===== config.mk =====
export PLATFORM = sky130hd
export DESIGN_NAME = mag_hdg_prep
export DESIGN_NICKNAME = d
export VERILOG_FILES = /design/src/rtl/mag_hdg_pkg.sv /design/src/rtl/mag_hdg_prep.sv
export SDC_FILE = /design/constraint.sdc
export NUM_CORES = 2
export LEC_CHECK = 0
export BUFFER_PORTS_ARGS = -buffer_cell sky130_fd_sc_hd__buf_2
export CORE_UTILIZATION = 30
export DETAILED_ROUTE_END_ITERATION = 7
export RECOVER_POWER = 100
export SYNTH_ARGS = -nofsm -noshare
export SYNTH_HDL_FRONTEND = slang
export SYNTH_SLANG_ARGS = --single-unit

===== constraint.sdc =====
create_clock -name clk -period 11.7 [get_ports clk]
set_clock_uncertainty 0.05 [all_clocks]
set_input_delay 1.17 -clock clk [delete_from_list [all_inputs] [get_ports clk]]
set_output_delay 1.17 -clock clk [all_outputs]
set_load 0.01 [all_outputs]

===== src/rtl/mag_hdg_pkg.sv =====
// ============================================================================
// mag_hdg_pkg: shared types and constants for the magnetometer heading block
// Item control flags, register indexes, arctangent table and width helpers.
// ============================================================================
package mag_hdg_pkg;

    // Control bits that travel with every item through the pipeline
    typedef struct packed {
        logic valid;
        logic usable;
        logic last;
        logic zero;
    } mag_hdg_ctl_t;

    localparam int CFG_INDEX_BITS = 3;
    localparam logic [CFG_INDEX_BITS-1:0] REG_X_LOW          = 3'd0;
    localparam logic [CFG_INDEX_BITS-1:0] REG_X_HIGH         = 3'd1;
    localparam logic [CFG_INDEX_BITS-1:0] REG_Y_LOW          = 3'd2;
    localparam logic [CFG_INDEX_BITS-1:0] REG_Y_HIGH         = 3'd3;
    localparam logic [CFG_INDEX_BITS-1:0] REG_HEADING_OFFSET = 3'd4;

    localparam logic signed [31:0] X_LOW_RESET  = -32'sd3128;
    localparam logic signed [31:0] X_HIGH_RESET = -32'sd937;
    localparam logic signed [31:0] Y_LOW_RESET  = -32'sd759;
    localparam logic signed [31:0] Y_HIGH_RESET = 32'sd848;

    // Angle accumulator: 2^32 per turn
    localparam int ACC_BITS = 32;
    localparam logic [ACC_BITS-1:0] ACC_HALF_TURN = 32'h8000_0000;

    // Normalize until the larger magnitude reaches 2^NORM_BIT
    localparam int NORM_BIT = 48;
    localparam int NSHIFT   = 6;

    localparam int TABLE_LEN = 24;
    localparam logic [ACC_BITS-1:0] ATAN_TURNS [TABLE_LEN] = '{
        32'd536870912, 32'd316933406, 32'd167458907, 32'd85004756,
        32'd42667331,  32'd21354465,  32'd10679838,  32'd5340245,
        32'd2670163,   32'd1335087,   32'd667544,    32'd333772,
        32'd166886,    32'd83443,     32'd41722,     32'd20861,
        32'd10430,     32'd5215,      32'd2608,      32'd1304,
        32'd652,       32'd326,       32'd163,       32'd81
    };

    // Datapath width for the vector after normalization and CORDIC growth
    function automatic int work_bits(input int field_bits);
        int m;
        m = 2 * field_bits + 1;
        if (m < NORM_BIT + 1)
        begin
            m = NORM_BIT + 1;
        end
        return m + 3;
    endfunction

endpackage


===== src/rtl/mag_hdg_prep.sv =====
// ============================================================================
// mag_hdg_prep: calibration centering and cross-multiplication
// Stage A forms centered values and spans; stage B forms the scaled vector.
// ============================================================================
module mag_hdg_prep #(
    parameter int FIELD_BITS = 16
) (
    input  logic                                 clk,
    input  logic                                 rst_n,
    input  logic                                 adv,
    input  logic                                 in_valid,
    input  logic signed [FIELD_BITS-1:0]         mag_x,
    input  logic signed [FIELD_BITS-1:0]         mag_y,
    input  logic                                 reading_unknown,
    input  logic                                 last_in_batch,
    input  logic signed [FIELD_BITS-1:0]         x_low,
    input  logic signed [FIELD_BITS-1:0]         x_high,
    input  logic signed [FIELD_BITS-1:0]         y_low,
    input  logic signed [FIELD_BITS-1:0]         y_high,
    output logic signed [2*FIELD_BITS+2:0]       prod_x,
    output logic signed [2*FIELD_BITS+2:0]       prod_y,
    output mag_hdg_pkg::mag_hdg_ctl_t            ctl_out
);

    localparam int AW = FIELD_BITS + 2;
    localparam int DW = FIELD_BITS + 1;
    localparam int PW = AW + DW;

    logic signed [AW-1:0] ax_next, ay_next, ax_reg, ay_reg;
    logic signed [DW-1:0] dx_next, dy_next, dx_reg, dy_reg;
    mag_hdg_pkg::mag_hdg_ctl_t ctl_a_next, ctl_a_reg, ctl_b_reg;
    logic signed [PW-1:0] prod_x_reg, prod_y_reg;

    always_comb
    begin
        ax_next = AW'(mag_x) + AW'(mag_x) - AW'(x_low) - AW'(x_high);
        ay_next = AW'(mag_y) + AW'(mag_y) - AW'(y_low) - AW'(y_high);
        dx_next = DW'(x_high) - DW'(x_low);
        dy_next = DW'(y_high) - DW'(y_low);
        ctl_a_next.valid  = in_valid;
        ctl_a_next.usable = !reading_unknown && (dx_next > 0) && (dy_next > 0);
        ctl_a_next.last   = last_in_batch;
        ctl_a_next.zero   = 1'b0;
    end

    always_ff @(posedge clk or negedge rst_n)
    begin
        if (!rst_n)
        begin
            ctl_a_reg <= '0;
            ctl_b_reg <= '0;
        end
        else if (adv)
        begin
            ctl_a_reg <= ctl_a_next;
            ctl_b_reg <= ctl_a_reg;
        end
    end

    always_ff @(posedge clk)
    begin
        if (adv)
        begin
            ax_reg     <= ax_next;
            ay_reg     <= ay_next;
            dx_reg     <= dx_next;
            dy_reg     <= dy_next;
            prod_x_reg <= PW'(ax_reg) * PW'(dy_reg);
            prod_y_reg <= PW'(ay_reg) * PW'(dx_reg);
        end
    end

    assign prod_x  = prod_x_reg;
    assign prod_y  = prod_y_reg;
    assign ctl_out = ctl_b_reg;

endmodule


== Word-level counts from Yosys, hierarchy flattened ==
Cells that the tools add are included.

* Add/sub/neg operators: 8
* $mul: 2
* Magnitude comparators: 2
* Reduce and logical (&&, ||, !) cells: 3

{| class="wikitable"
|+ Operators by type and width
! cell !! number
|-
| multiplier 18 x 17 -> 35 bit || 2
|-
| subtractor 17 x 16 -> 18 bit || 2
|-
| subtractor 18 x 16 -> 18 bit || 2
|-
| adder 16 x 16 -> 17 bit || 2
|-
| greater-than comparator 17 x 1 -> 1 bit (second input constant) || 2
|-
| subtractor 16 x 16 -> 17 bit || 2
|-
| logical AND 1 bit || 2
|-
| logical NOT 1 bit || 1
|}

* Register bits after elaboration: 146
* Bits of input ports: 102
* Output and inout port bits: 74
* Word-level logic and storage cells: 27

== Depth between registers and ports, before layout ==
* Depth after elaboration: 4
* Mapped depth: 24
* Depth with buffers taken out: 23

== Worst setup path after synthesis ==
OpenSTA, ideal clock, no wires.

* Path kind: register to register
* Start point: reg dy_reg[8]
* End point: reg prod_x_reg[31] (netlist: prod_x[31]), data pin
* Setup time: 0.158 ns
* Arrival: 6.089 ns
* Data required time: 11.492 ns
* Path slack: 5.403 ns
* Stages on the path, launching flop included: 23
* Path buffers: 2
* Clock period less this slack: 6.297 ns
* Path through: edfxtp_1 -> clkbuf_1 -> clkbuf_1 -> nand2_1 -> fa_1 -> inv_1 -> fa_1 -> fa_1 -> fa_1 -> fa_1 -> inv_1 -> fa_1 -> inv_1 -> ha_1 -> a21o_1 -> a21o_1 -> a21oi_2 -> or3b_1 -> o21ai_2 -> o211ai_2 -> o21ai_2 -> or4b_1 -> o211ai_1

* Cells in the longest elaborated chain, start to end: 1

{| class="wikitable"
|+ RTL lines
! what !! line !! RTL
|-
| from (decl) || mag_hdg_prep.sv:30 || <nowiki>logic signed [DW-1:0] dx_next, dy_next, dx_reg, dy_reg;</nowiki>
|-
| from (signal assigned) || mag_hdg_prep.sv:67 || <nowiki>dy_reg <= dy_next;</nowiki>
|-
| multiplier 18 x 17 -> 35 bit || mag_hdg_prep.sv:68 || <nowiki>prod_x_reg <= PW'(ax_reg) * PW'(dy_reg);</nowiki>
|-
| to (signal assigned) || mag_hdg_prep.sv:68 ||
|-
| to (decl) || mag_hdg_prep.sv:32 || <nowiki>logic signed [PW-1:0] prod_x_reg, prod_y_reg;</nowiki>
|}

No other way between the ends.
A chain may end at the register's enable or synchronous reset.

== Final worst setup path ==
Ends and elaborated chain as after synthesis.

==> impl_metrics.yaml <==
min_path:
  hold_class: "register to register"
  whs_path_depth: 1
worst_setup_path:
  path_cells: "nand2_1, fa_1, inv_1, fa_1, fa_1, fa_1, fa_1, inv_1, fa_1, inv_1, ha_1, a21o_1, a21o_1, a21oi_1, or3b_1, o21ai_0, o211ai_2, o21ai_0, or4b_1, o211ai_1"
  cpMaxStageDelayCell: "edfxtp_1"
  endpoint_kind: "register"
  required_ns: 11.99
  critPathBufInv: 3
  critPathKind: "register to register"
  critPathTopFamily: "adder cells"
  worst_path_most_repeated_cell: "fa_1"
  crit_cells: 20
  ff2ff_path_depth: 20
  start_kind: "register"
  arrival_ns: 7.61
  critPathMaxStageDelay_ns: 0.81
  cp_max_fo: 18
sta:
  setup_viol: 0
  hold_violations: 0
  fmax_mhz: 137
  rsz0062_at_grt: "no"
  setup_tns_ns: 0
  min_period_ns: 7.32
  report.final.slew_viol_count: 152
  slew_headroom_pct: -107
  tightest_slew_ns: 3.11
  fin_crit_sh_pct: 62.6
logic_synthesis:
  ys_ff_latch: 146
  synth_common_cells: "inv_1 (714), fa_1 (656), nand2_1 (320), and2_1 (301), ha_1 (270)"
  syn_inst: 3151
  netlist_area_sq_um: 31300
  ys_async_sr_fraction_pct: 4.11
  synthFlopType: "edfxtp_1"
  synth_most_common_cell: "inv_1"
  synth_top_area_cell: "fa_1"
  yosys_warnings: 0
  ys_seq_area_share_pct: 13.9
  ys_types: 74
  synth_edf_count: 140
  syn-num-nets: 4179
  ys_top_cells_by_area: "fa_1 (42%), edfxtp_1 (13%), ha_1 (11%), inv_1 (8.6%), and2_1 (6.0%)"
  yosysTopAreaCellShare_pct: 41.9
  syn_area_per_cell_sq_um: 9.94
detailed_routing:
  drtIter0Drc: 1347
  wl_per_cell_microns: 16.9
  antenna_left: 0
  totalWireLength_microns: 78800
  vias: 21454
  routed_via_density: 4.60
  drc_errors: 0
  dr.pass1.iters: 5
clocking:
  clkTransAtPathRegs_ns: 0.07
  htreeDepth: 4
  cts-root-buf: "clkbuf_16"
  cts_tree: "built"
  clockBufferDepth: 2
  cts_setup_buffers: 0
  cts_buffers: 17
  hold_buffers: 0
  clk_latency_ns: 0.50
  cts_resized: 0
  cts.sinks: 146
cells_and_area:
  final_nets: 4292
  syn_to_final_growth_pct: 8.75
  fillers: 10672
  drive_gt1_share_pct: 4.46
  multi_input_area_sq_um: 23900
  seq_area_sq_um: 4350
outcome:
  status: "finished, violations left"
  violations: "capacitance limit, slew limit"
global_route:
  antenna_found_initial: 16
  grt_max_degree: 55
  overflow: 0
  grt_pass1_vias: 22820
  grt_pass1_wl_microns: 128000
  global_route.usage.total_pct: 15.7
floorplanning:
  die_h_microns: 325
  die-area_sq_um: 106000
  initial_core_util_pct: 30.3
  rows: 118
  die_x_microns: 325
  core_area_sq_um: 103000
  io_pins: 176
placement:
  gp_congestion: 0.885
  hpwl_microns: 66600
  io_buffers: 174
run:
  drv_cap: 3
==> per-layer routing <==
layer	GRT usage, %	vias up	wire length (microns)
met2	23.4	537	34400
met1	21.8	10949	36000
met4	3.92	24	1430
li1	-	9845	-
met5	0	-	135
met3	5.10	99	6840
==> logic make-up after synthesis <==
logic type               after synthesis  synth area share, %
AO/OA/AOI/OAI                        280                 5.96
XOR/XNOR                             123                 3.44
adder cells (fa/ha/maj)              926                 52.7
buffers and inverters                806                 9.68
flip-flops                           146                 13.9
multiplexers                           6                0.216
other                                  1               0.0120
AND/OR/NAND/NOR                      863                 14.1
==> final cells by class <==
type                    count  share of cell area, %
flip-flops and latches    146                   12.8
multi-input cells        2199                   70.2
clock buffers              18                   1.26
clock inverters            14                  0.356
repair buffers            186                   2.47
well taps                1380                   5.07
inverters                 714                   7.87
diodes                      5                 0.0367
==> final timing paths <==
path	endpoint	from	slack, ns
worst min register to register	ctl_a_reg[3]	ctl_a_reg[3]	0.46
worst max register to register	prod_x[31]	dy_reg[8]	4.38
worst max-delay path	prod_x[31]	dy_reg[8]	4.38
worst min-delay path	ctl_a_reg[3]	ctl_a_reg[3]	0.46
max in group asynchronous	ctl_a_reg[2]	rst_n	10.86
min in group asynchronous	ctl_a_reg[1]	rst_n	0.50
==> stage by stage <==
step | hold slack [ns] | cells | utilization [%] | instance area (sq um) | setup slack, ns
2_1_floorplan | 0.425 | 3151 | - | 31300 | 5.40
3_3_place_gp | 0.435 | 4625 | 32.5 | 33700 | 4.94
3_5_place_dp | 0.442 | 4625 | 32.5 | 33700 | 4.88
4_1_cts | 0.409 | 4657 | 33.1 | 34200 | 4.87
5_1_grt | 0.474 | 4658 | 32.9 | 34000 | 4.03
6_report | 0.458 | 4662 | 32.9 | 34100 | 4.38
==> cell usage in the layout (no fill, tap or decap), types with 15 or more instances in the layout <==
master,instances
a21o_1,29
a21oi_1,80
and2_1,289
buf_2,94
clkbuf_1,86
clkbuf_16,17
edfxtp_1,140
fa_1,656
ha_1,270
inv_1,714
nand2_1,320
nand2b_1,28
nand3_1,15
nor2_1,82
nor3_1,29
o21ai_0,48
o21bai_1,25
xnor2_1,93
xor2_1,30
Power is not shown: default switching activity piles up to over one toggle a cycle in this logic, so the estimate is an artifact.
