--- src/rtl/mag_hdg_pkg.sv ---
// ============================================================================
// mag_hdg_pkg: shared types and constants for the magnetometer heading block
// Item control flags, register indexes, arctangent table and width helpers.
// ============================================================================
package mag_hdg_pkg;

    // Control bits that travel with every item through the pipeline
    typedef struct packed {
        logic valid;
        logic usable;
        logic last;
        logic zero;
    } mag_hdg_ctl_t;

    localparam int CFG_INDEX_BITS = 3;
    localparam logic [CFG_INDEX_BITS-1:0] REG_X_LOW          = 3'd0;
    localparam logic [CFG_INDEX_BITS-1:0] REG_X_HIGH         = 3'd1;
    localparam logic [CFG_INDEX_BITS-1:0] REG_Y_LOW          = 3'd2;
    localparam logic [CFG_INDEX_BITS-1:0] REG_Y_HIGH         = 3'd3;
    localparam logic [CFG_INDEX_BITS-1:0] REG_HEADING_OFFSET = 3'd4;

    localparam logic signed [31:0] X_LOW_RESET  = -32'sd3128;
    localparam logic signed [31:0] X_HIGH_RESET = -32'sd937;
    localparam logic signed [31:0] Y_LOW_RESET  = -32'sd759;
    localparam logic signed [31:0] Y_HIGH_RESET = 32'sd848;

    // Angle accumulator: 2^32 per turn
    localparam int ACC_BITS = 32;
    localparam logic [ACC_BITS-1:0] ACC_HALF_TURN = 32'h8000_0000;

    // Normalize until the larger magnitude reaches 2^NORM_BIT
    localparam int NORM_BIT = 48;
    localparam int NSHIFT   = 6;

    localparam int TABLE_LEN = 24;
    localparam logic [ACC_BITS-1:0] ATAN_TURNS [TABLE_LEN] = '{
        32'd536870912, 32'd316933406, 32'd167458907, 32'd85004756,
        32'd42667331,  32'd21354465,  32'd10679838,  32'd5340245,
        32'd2670163,   32'd1335087,   32'd667544,    32'd333772,
        32'd166886,    32'd83443,     32'd41722,     32'd20861,
        32'd10430,     32'd5215,      32'd2608,      32'd1304,
        32'd652,       32'd326,       32'd163,       32'd81
    };

    // Datapath width for the vector after normalization and CORDIC growth
    function automatic int work_bits(input int field_bits);
        int m;
        m = 2 * field_bits + 1;
        if (m < NORM_BIT + 1)
        begin
            m = NORM_BIT + 1;
        end
        return m + 3;
    endfunction

endpackage

--- src/rtl/mag_hdg_norm.sv ---
// ============================================================================
// mag_hdg_norm: half-plane fold and pipelined normalization
// Fold the vector into the right half plane, then shift left in binary steps
// until the larger magnitude reaches the normalization bit.
// ============================================================================
module mag_hdg_norm #(
    parameter int FIELD_BITS = 16
) (
    input  logic                                                   clk,
    input  logic                                                   rst_n,
    input  logic                                                   adv,
    input  logic signed [2*FIELD_BITS+2:0]                         prod_x,
    input  logic signed [2*FIELD_BITS+2:0]                         prod_y,
    input  mag_hdg_pkg::mag_hdg_ctl_t                              ctl_in,
    output logic signed [mag_hdg_pkg::work_bits(FIELD_BITS)-1:0]   x_out,
    output logic signed [mag_hdg_pkg::work_bits(FIELD_BITS)-1:0]   y_out,
    output logic [mag_hdg_pkg::ACC_BITS-1:0]                       acc_out,
    output mag_hdg_pkg::mag_hdg_ctl_t                              ctl_out
);

    localparam int PW = 2 * FIELD_BITS + 3;
    localparam int WB = mag_hdg_pkg::work_bits(FIELD_BITS);
    localparam int NS = mag_hdg_pkg::NSHIFT;

    logic signed [WB-1:0] xw, yw, xn_next, yn_next, ya;
    logic [WB-1:0] om_next;
    logic neg;
    logic [mag_hdg_pkg::ACC_BITS-1:0] acc_next;
    mag_hdg_pkg::mag_hdg_ctl_t ctl_next;

    logic signed [WB-1:0] sx [NS+1];
    logic signed [WB-1:0] sy [NS+1];
    logic [WB-1:0] som [NS+1];
    logic [mag_hdg_pkg::ACC_BITS-1:0] sacc [NS+1];
    mag_hdg_pkg::mag_hdg_ctl_t sctl [NS+1];

    logic signed [WB-1:0] sx_reg [NS+1];
    logic signed [WB-1:0] sy_reg [NS+1];
    logic [WB-1:0] som_reg [NS+1];
    logic [mag_hdg_pkg::ACC_BITS-1:0] sacc_reg [NS+1];
    mag_hdg_pkg::mag_hdg_ctl_t sctl_reg [NS+1];

    always_comb
    begin
        xw       = WB'(prod_x);
        yw       = WB'(prod_y);
        neg      = prod_x[PW-1];
        xn_next  = neg ? -xw : xw;
        yn_next  = neg ? -yw : yw;
        ya       = yw[WB-1] ? -yw : yw;
        om_next  = $unsigned(xn_next) | $unsigned(ya);
        acc_next = neg ? mag_hdg_pkg::ACC_HALF_TURN : '0;
        ctl_next      = ctl_in;
        ctl_next.zero = (prod_x == '0) && (prod_y == '0);
    end

    always_ff @(posedge clk or negedge rst_n)
    begin
        if (!rst_n)
        begin
            sctl_reg[0] <= '0;
        end
        else if (adv)
        begin
            sctl_reg[0] <= ctl_next;
        end
    end

    always_ff @(posedge clk)
    begin
        if (adv)
        begin
            sx_reg[0]   <= xn_next;
            sy_reg[0]   <= yn_next;
            som_reg[0]  <= om_next;
            sacc_reg[0] <= acc_next;
        end
    end

    assign sx[0]   = sx_reg[0];
    assign sy[0]   = sy_reg[0];
    assign som[0]  = som_reg[0];
    assign sacc[0] = sacc_reg[0];
    assign sctl[0] = sctl_reg[0];

    for (genvar g = 0; g < NS; g++)
    begin : g_shift
        localparam int K = 1 << (NS - 1 - g);
        logic lift;

        // shift only while the leading bit stays at or below the target
        assign lift = (som[g] >> (mag_hdg_pkg::NORM_BIT + 1 - K)) == '0;

        always_ff @(posedge clk or negedge rst_n)
        begin
            if (!rst_n)
            begin
                sctl_reg[g+1] <= '0;
            end
            else if (adv)
            begin
                sctl_reg[g+1] <= sctl[g];
            end
        end

        always_ff @(posedge clk)
        begin
            if (adv)
            begin
                sx_reg[g+1]   <= lift ? (sx[g] <<< K) : sx[g];
                sy_reg[g+1]   <= lift ? (sy[g] <<< K) : sy[g];
                som_reg[g+1]  <= lift ? (som[g] << K) : som[g];
                sacc_reg[g+1] <= sacc[g];
            end
        end

        assign sx[g+1]   = sx_reg[g+1];
        assign sy[g+1]   = sy_reg[g+1];
        assign som[g+1]  = som_reg[g+1];
        assign sacc[g+1] = sacc_reg[g+1];
        assign sctl[g+1] = sctl_reg[g+1];
    end

    assign x_out   = sx[NS];
    assign y_out   = sy[NS];
    assign acc_out = sacc[NS];
    assign ctl_out = sctl[NS];

    a_norm_reached: assert property (@(posedge clk) disable iff (!rst_n)
        (sctl[NS].valid && sctl[NS].usable && !sctl[NS].zero)
        |-> (som[NS][WB-1:mag_hdg_pkg::NORM_BIT] != '0))
        else $error("normalized vector below target magnitude");

    a_fold_right: assert property (@(posedge clk) disable iff (!rst_n)
        (sctl[NS].valid && sctl[NS].usable) |-> !sx[NS][WB-1])
        else $error("folded x component is negative");

endmodule

--- config.mk ---
export PLATFORM = sky130hd
export DESIGN_NAME = mag_hdg_norm
export DESIGN_NICKNAME = d
export VERILOG_FILES = /design/src/rtl/mag_hdg_pkg.sv /design/src/rtl/mag_hdg_norm.sv
export SDC_FILE = /design/constraint.sdc
export NUM_CORES = 1
export LEC_CHECK = 0
export ABC_AREA = 1
export BUFFER_PORTS_ARGS = -buffer_cell sky130_fd_sc_hd__buf_2
export CORE_ASPECT_RATIO = 0.8
export CORE_MARGIN = 10
export CORE_UTILIZATION = 61
export DETAILED_ROUTE_END_ITERATION = 8
export HOLD_SLACK_MARGIN = 0.1
export PLACE_DENSITY = 0.8
export SETUP_SLACK_MARGIN = 0.02
export SYNTH_ARGS = -nofsm -noshare
export SYNTH_HDL_FRONTEND = slang
export SYNTH_SLANG_ARGS = --single-unit
--- constraint.sdc ---
create_clock -name clk -period 2.7 [get_ports clk]
set_clock_uncertainty 0.1 [all_clocks]
set_input_delay 0.135 -clock clk [delete_from_list [all_inputs] [get_ports clk]]
set_output_delay 0.135 -clock clk [all_outputs]
set_load 0.01 [all_outputs]
After elaboration in Yosys (flattened, before gate mapping)
Memory sizes are Yosys's and may differ from the RTL's.
Cells that the tools add are included.
{ "classes": {"n_addsub": 2, "multipliers": 0, "n_div": 0, "order_cmp": 0, "eq_ne": 0, "n_shift": 0, "muxes": 24, "bitwise": 1, "reduce_logical": 9} }
{ "ops": {"columns": ["op", "count"], "rows": [
  ["52-bit two-way mux", 21],
  ["52-bit logical NOT", 6],
  ["35-bit negation with 52-bit output", 2],
  ["35-bit logical NOT", 2],
  ["52-bit bitwise OR", 1],
  ["32-bit two-way mux", 1],
  ["1-bit two-way mux", 2],
  ["1-bit logical AND", 1]
]} }
{ "totals": {"register_bits": 28, "latchBits": 0, "ram_bits": 1316, "romBits": 0, "out_inout_bits": 140, "mem_count": 4} }
{ "mem_list": {"columns": ["memory", "depth", "width", "read_ports", "rd_ports_with_merged_regs", "write_ports", "line", "source"], "rows": [
  ["som_reg", 7, 52, 6, 0, 7, "mag_hdg_norm.sv:39", "logic [WB-1:0] som_reg [NS+1];"],
  ["sx_reg", 7, 52, 7, 0, 7, "mag_hdg_norm.sv:37", "logic signed [WB-1:0] sx_reg [NS+1];"],
  ["sy_reg", 7, 52, 7, 0, 7, "mag_hdg_norm.sv:38", "logic signed [WB-1:0] sy_reg [NS+1];"],
  ["sacc_reg", 7, 32, 7, 0, 7, "mag_hdg_norm.sv:40", "logic [mag_hdg_pkg::ACC_BITS-1:0] sacc_reg [NS+1];"]
]} }

Logic depth before layout (Yosys ltp)
{ "depth": {"ltp_word": 3, "ltp_mapped": 12} }

Worst setup path before layout
OpenSTA, ideal clock, no wires.
{ "synth_timing": {"path_kind": "flip-flop to flip-flop", "startpoint": "memory som_reg[1][49] (netlist name)", "endpoint": "memory sy_reg[2][18] (netlist name) (data pin)", "arrival_time_ps": 1623, "t_required_ps": 2347, "setup_slack_ps": 724, "stages_incl_launch_ff": 9, "cell_sequence": "edfxtp_1 nor3_1 nand3_1 nor3_2 nand2_1 buf_2 buf_2 nand2_1 nand2_1"} }
{ "synth_lines": {"columns": ["element", "line"], "rows": [
  ["from (decl)", "mag_hdg_norm.sv:39"],
  ["to (decl)", "mag_hdg_norm.sv:38"]
]} }

Final worst setup path
{ "layout_timing": {"startpoint": "input port prod_y[0]", "endpoint": "register sctl_reg (netlist bit sctl[24])"} }
{ "layout_between": {"elab_chain_cells": 2} }
{ "layout_rtl": {"columns": ["element", "line", "source"], "rows": [
  ["from (decl)", "mag_hdg_norm.sv:13", "input logic signed [2*FIELD_BITS+2:0] prod_y,"],
  ["35-bit logical NOT", "mag_hdg_norm.sv:54", "ctl_next.zero = (prod_x == '0) && (prod_y == '0);"],
  ["1-bit logical AND", "mag_hdg_norm.sv:54", null],
  ["to (decl)", "mag_hdg_norm.sv:41", "mag_hdg_pkg::mag_hdg_ctl_t sctl_reg [NS+1];"]
]} }
Every way passes these cells.
A chain may end at the register's enable or synchronous reset.

==> reports/metrics.yaml <==
period_needed_ps: 2580
max_freq_mhz: 388
cts.sinks: 887
ys_seq_area_frac: 0.679
die_x_um: 303
yosys_warnings: 0
coreArea_sq_um: 63000
power_mw: 30.1
clockBufferDepth: 3
path_cells: "dlygate4sd3_1, buf_2, inv_1, ha_1, nand3_2, nor2_2, nand2_1, nor2_1, nand2_1, nor2_2, buf_4, nand2_1, o21ai_1, dlygate4sd3_1"
cpPeakStageDelay_ps: 560
rsz0062_at_grt: "yes"
ys_seq_elements: 887
path_delay_family: "buffers and inverters"
htree_levels: 3
avgSynthCellArea_sq_um: 10.8
multi_input_comb_area_sq_um: 9880
nNetsFinal: 3855
synth_commonest_cells: "nand2_1, edfxtp_1, inv_1"
drive_above_1_share: 0.129
antenna_left: 0
register_area_sq_um: 26500
initial_utilization: 0.620
boundaryPins: 217
synthesis.instances: 3611
yosysMostFrequentCell: "nand2_1"
grt_pass1_wl_mm: 130
design_area_sq_um: 43800
cp.arrival_ps: 3030
die_area_sq_um: 74600
overflow: 0
synth_edf_count: 859
period_share: 0.956
drt_pre_antenna_iters: 6
dominantRegCellSynth: "edfxtp_1"
timing.rr.start: "som_reg[0][26]$_DFFE_PP_"
power_density_nw_per_um2: 687
dp_hpwl_mm: 57.2
hold_class: "input pin to flop"
cp-start-kind: "input pin"
synth_top_area_frac: 0.661
antenna-diode-count: 0
fillCellCount: 4331
routed_wl_mm: 83.5
setup_viol: 0
final_core_util: 0.695
drv_slew: 0
antenna_found_initial: 2
hp-start: "ctl_in[3]"
synthTopCellsByArea: "edfxtp_1, nand2_1, buf_4"
cp_slowest_cell: "dlygate4sd3_1"
drc: 0
peakVddDrop_mv: 0.451
synthArstFlopShare: 0.0316
wl_per_cell_um: 17.9
postCtsSetupBuffers: 0
syn_area_sq_um: 39000
critPathKind: "input pin to flop"
status: "finished clean"
crit_path_max_fanout: 5
synth_top_cell_by_area: "edfxtp_1"
worst-path-buf-inv: 5
place_area_sq_um: 40100
grt_start_max_net_pins: 134
clk_latency_ps: 630
drt_iter0_drc: 2509
leakage_nw: 18.5
tns_ps: 0
cts_root_buf: "clkbuf_16"
cp_data_required_time_ps: 3150
avgViaCountPerCell: 5.30
cts_tree: "yes"
grt_pass1_vias: 23400
area_growth_pct: 12.1
worstMarginPinSlew_ps: 800
hold_violations: 0
worstSetupEndpointType: "flop"
portBuffers: 184
num_rows: 82
die-height_um: 246
vias: 24700
synth_cell_types: 37
cts.clk_slew.worst_paths_ps: 60
relSlewSlack: 0.467
cap_violations: 0
grt_use_total: 0.221
startpoint: "prod_y[0]"
path_common_cell: "nand2_1"
finalWeightedCongestion: 0.937
cts_made_buffers: 84
## layout make-up
| cell class | count | area share |
|---|---|---|
| timing repair buffer | 345 | 0.0600 |
| clock inverter | 44 | 0.00861 |
| clock buffer | 110 | 0.0520 |
| inverter | 280 | 0.0240 |
| sequential | 887 | 0.606 |
| multi-input combinational | 2160 | 0.226 |
| tap | 840 | 0.0240 |
## stage by stage
stage,std cells,worst slack (ps),hold WS [ps]
after floorplan,3658,724,-261
after global placement,4412,487,75.7
after detailed placement,4412,373,82.1
after CTS,4666,73.9,118
after global routing,4666,7.80,157
final,4666,120,150
## tightest hold or removal path: stages
cell	delay, ps
dlygate4sd3_1	520
buf_2	90
nand2_1	40
nand2_1	50
## where the power goes
group | switching, mW | internal (mW) | total, mW
clock network | 4.89 | 6.45 | 11.3
registers | 0.440 | 16.2 | 16.7
logic | 1.33 | 0.726 | 2.06
total | 6.66 | 23.4 | 30.1
## timing repair
item,in CTS,in global routing
hold endpoints to repair,233,0
gates resized for setup,0,6
setup endpoints to repair,0,4
hold buffers,100,0
## final timing paths
| path | end | slack, ps | cells after the start |
|---|---|---|---|
| setup reg to reg | sy_reg[1][45]$_DFFE_PP_ | 410 | 7 |
| setup / recovery | sctl[24]$_DFFE_PN0P_ | 120 | 14 |
| min in group asynchronous | sctl[25]$_DFFE_PN0P_ | 430 | 4 |
| max in group asynchronous | sctl[20]$_DFFE_PN0P_ | 1920 | 4 |
| hold reg to reg | sacc_reg[3][31]$_DFFE_PP_ | 320 | 0 |
| hold / removal | sctl[27]$_DFFE_PN0P_ | 150 | 4 |
## placed cells by master, fill, tap and decap left out, drive strengths merged
cell type and n:
nand2 1305, edfxtp 859, inv 283, nor2 259, buf 246, o21ai 174, nand3 132, clkbuf 110
dlygate4sd3 99, mux2 96, conb 48, clkinv 35, dfrtp 28, xor2 25, ha 20, nand4 18
a21oi 13, nor3 12, xnor2 11, nor4 11, o21bai 8, a31o 7, a31oi 6, bufinv 5
nand3b 4, o211ai 4, or2 3, a21o 2, and2 1, nor4b 1, clkinvlp 1
## routing by layer
metal  track usage  wire length (um)
met1         0.321             36300
met2         0.340             38000
met3        0.0410              7250
met4        0.0625              1910
met5             0                17
## cells by family after synthesis
| kind of cell | count (synthesis) | share of synthesized area |
|---|---|---|
| AO/OA/AOI/OAI | 214 | 0.0292 |
| XOR/XNOR | 36 | 0.00808 |
| adder cells (fa/ha/maj) | 20 | 0.00641 |
| buffers and inverters | 611 | 0.0737 |
| flip-flops | 887 | 0.679 |
| multiplexers | 96 | 0.0277 |
| other | 1 | 0.0000961 |
| AND/OR/NAND/NOR | 1746 | 0.176 |
(Power assumes the default switching activity.)
